==> src/rtl/ffta_pkg.sv <==
`timescale 1ns / 1ps
`default_nettype none
// ----------------------------------------------------------------------------
// ffta_pkg: shared types and constants of the first-fit heap allocator
// Holds the chunk record, operation, status and cell command codes, states and sizes.
// ----------------------------------------------------------------------------
package ffta_pkg;

    localparam int MAX_CHUNKS   = 64;
    localparam int IDX_W        = $clog2(MAX_CHUNKS);
    localparam int CNT_W        = $clog2(MAX_CHUNKS + 1);
    localparam int OWNER_W      = 22;
    localparam int SIZE_W       = 24;
    localparam int HEAP_W       = 25;
    localparam logic [SIZE_W-1:0] HEADER_BYTES = 24'd12;
    localparam logic [HEAP_W-1:0] HEAP_MIN     = 25'd16;
    localparam logic [HEAP_W-1:0] HEAP_MAX     = 25'd16777216;
    localparam logic [HEAP_W-1:0] HEAP_RESET   = 25'd65536;

    typedef enum logic [1:0] {
        OP_CLEAR  = 2'd0,
        OP_ALLOC  = 2'd1,
        OP_FREE   = 2'd2,
        OP_LOOKUP = 2'd3
    } op_t;

    typedef enum logic [1:0] {
        ST_OK       = 2'd0,
        ST_NO_FIT   = 2'd1,
        ST_NOT_FOUND = 2'd2,
        ST_FULL     = 2'd3
    } status_t;

    typedef enum logic [1:0] {
        CMD_HOLD  = 2'd0,
        CMD_WRITE = 2'd1,
        CMD_RIGHT = 2'd2,
        CMD_LEFT  = 2'd3
    } cmd_t;

    typedef enum logic [1:0] {
        S_IDLE  = 2'd0,
        S_EXEC  = 2'd1,
        S_OUT   = 2'd2
    } state_t;

    typedef struct packed {
        logic [OWNER_W-1:0] owner;
        logic [SIZE_W-1:0]  length;
        logic [SIZE_W-1:0]  start;
    } chunk_t;

    // Per-cell control: shift command and a record written on CMD_WRITE.
    typedef struct packed {
        cmd_t   cmd;
        chunk_t wdata;
    } cell_ctrl_t;

endpackage : ffta_pkg
`default_nettype wire

==> src/rtl/ffta_cell.sv <==
`timescale 1ns / 1ps
`default_nettype none
// ----------------------------------------------------------------------------
// ffta_cell: one slot of the chunk chain
// Holds a chunk record and shifts it to or from its neighbors on command.
// ----------------------------------------------------------------------------
module ffta_cell
    import ffta_pkg::*;
(
    input  wire logic       clk,
    input  wire logic       rst_n,
    input  cell_ctrl_t      ctrl,
    input  chunk_t          from_left,
    input  chunk_t          from_right,
    output chunk_t          rec
);

    chunk_t rec_reg;
    chunk_t rec_next;

    always_comb
    begin
        case (ctrl.cmd)
            CMD_WRITE: rec_next = ctrl.wdata;
            CMD_RIGHT: rec_next = from_left;
            CMD_LEFT:  rec_next = from_right;
            default:   rec_next = rec_reg;
        endcase
    end

    // The whole record clears on reset; cell 0 is then loaded by the top level.
    always_ff @(posedge clk or negedge rst_n)
    begin
        if (!rst_n)
        begin
            rec_reg <= '0;
        end
        else
        begin
            rec_reg <= rec_next;
        end
    end

    assign rec = rec_reg;

endmodule : ffta_cell
`default_nettype wire

==> config.mk <==
export PLATFORM = sky130hd
export DESIGN_NAME = ffta_cell
export DESIGN_NICKNAME = d
export VERILOG_FILES = /design/src/rtl/ffta_pkg.sv /design/src/rtl/ffta_cell.sv
export SDC_FILE = /design/constraint.sdc
export NUM_CORES = 1
export LEC_CHECK = 0
export BUFFER_PORTS_ARGS = -buffer_cell sky130_fd_sc_hd__buf_2
export CAP_MARGIN = 5
export CORE_AREA = 2 2 110 112
export DETAILED_ROUTE_END_ITERATION = 16
export DIE_AREA = 0 0 112 114
export PLACE_DENSITY = 0.65
export SETUP_SLACK_MARGIN = 0.15
export SYNTH_ARGS = -nofsm -noshare
export SYNTH_HDL_FRONTEND = slang
export SYNTH_SLANG_ARGS = --single-unit
==> constraint.sdc <==
create_clock -name clk -period 1.12 [get_ports clk]
set_input_delay 0.224 -clock clk [delete_from_list [all_inputs] [get_ports clk]]
set_output_delay 0.224 -clock clk [all_outputs]
set_load 0.01 [all_outputs]
After elaboration in Yosys (flattened, before gate mapping)
Index checks and enable logic that the tools add are counted.

Register bits: 70. Bits of input ports: 214. Output and inout port bits: 70. Word-level logic and storage cells: 8.

Eq/ne operators: 3. Mux-type cells: 1. Reduce and logical (&&, ||, !) cells: 1.

Operators with widths (number): $pmux W70 S3 (1); $eq A2 B2 Y1 const B (2); $reduce_bool A3 Y1 (1); $eq A2 B1 Y1 const B (1).

Longest topological paths before layout
Word-level depth: 2. Gate-level depth with buffers: 3. Mapped depth without buffers: 1.

Least setup slack after synthesis
Ideal clock, no wire load.

Path kind: in2reg. Start: input ctrl[70] in the netlist's numbering. End: register rec_reg (netlist bit rec[0]). Setup time: 139 ps. Arrival: 1017 ps. Required time: 981 ps. Setup slack: -36 ps. Stages on the path: 3. Path buffers: 2. Cell sequence: buf_6 buf_12 mux4_2.

Cells in the longest elaborated chain, start to end: 2. Elaborated cells on any way between the ends: 5. Classes of those cells: eq/ne: 3; mux: 1; reduce/logical: 1.

Ends and longest elaborated chain: from (decl) (line ffta_cell.sv:12) `input cell_ctrl_t ctrl,`; $eq A2 B2 Y1 or $eq A2 B1 Y1 (tied branches) (line ffta_cell.sv:23) `case (ctrl.cmd)`; $pmux W70 S3 or $reduce_bool A3 Y1 (tied branches); to (signal assigned) (line ffta_cell.sv:40) `rec_reg <= rec_next;`; to (decl) (line ffta_cell.sv:18) `chunk_t rec_reg;`.

Several ways; a longest one is shown, not always the timed one. A chain may end at the register's enable or synchronous reset.

Worst setup path after layout
Start: register rec_reg (netlist bit rec[35]). End: output rec[35] in the netlist's numbering.

RTL lines: to (decl) (line ffta_cell.sv:15) `output chunk_t rec`.

No word-level cell between the ends.

==> reports/metrics.cfg <==
[cts]
cts_tree = yes
insertion_delay_ns = 0.32
clkTransAtPathRegs_ns = 0.06
cts-root-buf = clkbuf_16
htreeDepth = 3
cts_sinks = 70
numCtsBuffers = 9
clock_path_buffers = 2

[yosys]
yosysSeqAreaShare_pct = 49.8
avgSynthCellArea_sq_um = 22.6
postSynthCellCount = 156
yosysTopAreaCellShare_pct = 49.8
syn_nets = 370
yosys_warnings = 0
synth.largest_area_cell = dfrtp_1
synth_area_sq_um = 3520
ys_ff_latch = 70
synth.area.top_cells = dfrtp_1 50%, mux4_2 45%, buf_12 4.0%, buf_2 1.0%, buf_6 0.32%
ys_types = 6

[setup_path]
cp-end-kind = primary output
cp_slowest_cell = dfrtp_1
crit_family = flip-flops
r2r-start = rec[15]$_DFFE_PN0P_
cp.required_ns = 0.90
start_kind = flip-flop
cp_max_fo = 2
arrival_ns = 0.87
path_depth = 1
worstPathCellList = buf_2
slowest_delay_ns = 0.39
rrSetupSlack_ns = 0.03
worstPathBufferInverterCount = 1
r2r_end = rec[15]$_DFFE_PN0P_
r2r_cells = 2
critPathKind = reg2out

[min_path]
hold_start = from_left[55]
min_delay_path_depth = 2
holdCritPathClass = in2reg
hold_end = rec[55]$_DFFE_PN0P_

[timing]
setup_viol = 0
grt_setup_unrepaired = yes
period_share_pct = 97.4
hold_violations = 0
slew_violations = 0
slew_headroom_pct = 85.8
max_freq_mhz = 916
period_minus_slack_ns = 1.09
tightest_slew_ns = 0.213
worst_hold_slack_ns = 0.208
tns_ns = 0
clock_skew_ns = 0

[power_and_ir_drop]
total_leakage_power_nw = 2.68
power.total_mw = 7.39
power_density_nw_per_um2 = 1330
ir_drop_uv = 972

[global_route]
grt_pass1_wl_mm = 16.3
grt_usage_pct = 16.7
gr-total-overflow = 0
grt_pass1_vias = 3198
antenna_found_initial = 0
grt_start_max_net_pins = 37

[layout]
fin_nets = 664
stdcell_count = 601
drive_gt1_share_pct = 83.7
largest_reg_flops = 70
area_delta_synth_final_pct = 58.5
n_antenna_cell = 0
fin_area_sq_um = 5580

[detailed_routing]
post_drt_wl_per_cell_um = 18.0
vias = 2906
first_pass_iters = 4
detail-route-antenna-nets = 0
drt_iter0_drc = 145
drc = 0
vias_per_cell = 4.84
totalWireLength_mm = 10.8

[die]
rows = 40
die_h_um = 114
start_util_pct = 30.0
die_x_um = 112
io_pins = 284
core-area_sq_um = 11700
dieArea_sq_um = 12800

[place]
place_area_sq_um = 5050
numPortBuffers = 283
dp_hpwl_mm = 8.21
dpl.cell_count = 576
gp_congestion = 0.742

[status]
status = completed

[flow_run]
timing.max_cap.violations = 0

[metrics by stage]
step	util [%]	worst slack (ns)
after floorplan	-	0.0107
after global placement	43.1	-0.186
after detailed placement	43.1	-0.225
after CTS	46.8	0.00994
after global routing	47.6	-0.00704
final	47.6	0.0288
[cell usage in the layout, fill, tap and decap left out, drive strengths merged]
master / instances
clkbuf: 15
dfrtp: 70
dlygate4sd3: 1
mux4: 70
clkinv: 1
buf: 297
[area by class of cell]
type | count | area [sq um]
Timing Repair Buffer | 299 | 1800
Clock buffer | 14 | 264
Multi-Input combinational cell | 70 | 1580
Clock inverter | 1 | 5.00
Fill cell | 1058 | 6130
Sequential cell | 70 | 1750
Tap cell | 147 | 184
[synthesized netlist by cell type]
library cell  count
buf_6             1
buf_1             1
mux4_2           70
buf_12            7
buf_2             7
dfrtp_1          70
[timing repair]
action / CTS / global route
hold endpoints to repair: 70 / 0
buffers inserted: 6 / 0
resized for setup: 7 / 17
setup endpoints to repair: 91 / 125
gates cloned: 2 / 1
hold buffers: 1 / 0
[per-layer routing]
layer	GRT usage [%]	wire length [um]	up-vias
li1	-	-	1259
met1	19.2	3990	1465
met2	29.7	5730	163
met3	5.21	884	19
met4	6.18	229	0
met5	0	0	-
[kinds of logic after synthesis]
| family | share of synthesized area (%) |
|---|---|
| mux | 44.8 |
| flops | 49.8 |
| buf+inv | 5.41 |
[power breakdown]
group	switching, mW	internal (mW)	total [mW]
Clock	1.02	1.61	2.62
Combinational	0.659	1.11	1.77
Sequential	0.170	2.83	3.00
[worst max path at each step]
stage,start,to
2_1_floorplan,ctrl[70],rec[0]$_DFFE_PN0P_
3_3_place_gp,ctrl[70],rec[8]$_DFFE_PN0P_
3_5_place_dp,ctrl[70],rec[6]$_DFFE_PN0P_
4_1_cts,rec[35]$_DFFE_PN0P_,rec[35]
5_1_grt,rec[35]$_DFFE_PN0P_,rec[35]
6_report,rec[35]$_DFFE_PN0P_,rec[35]
Note: power is estimated with default switching activity, not from simulation.
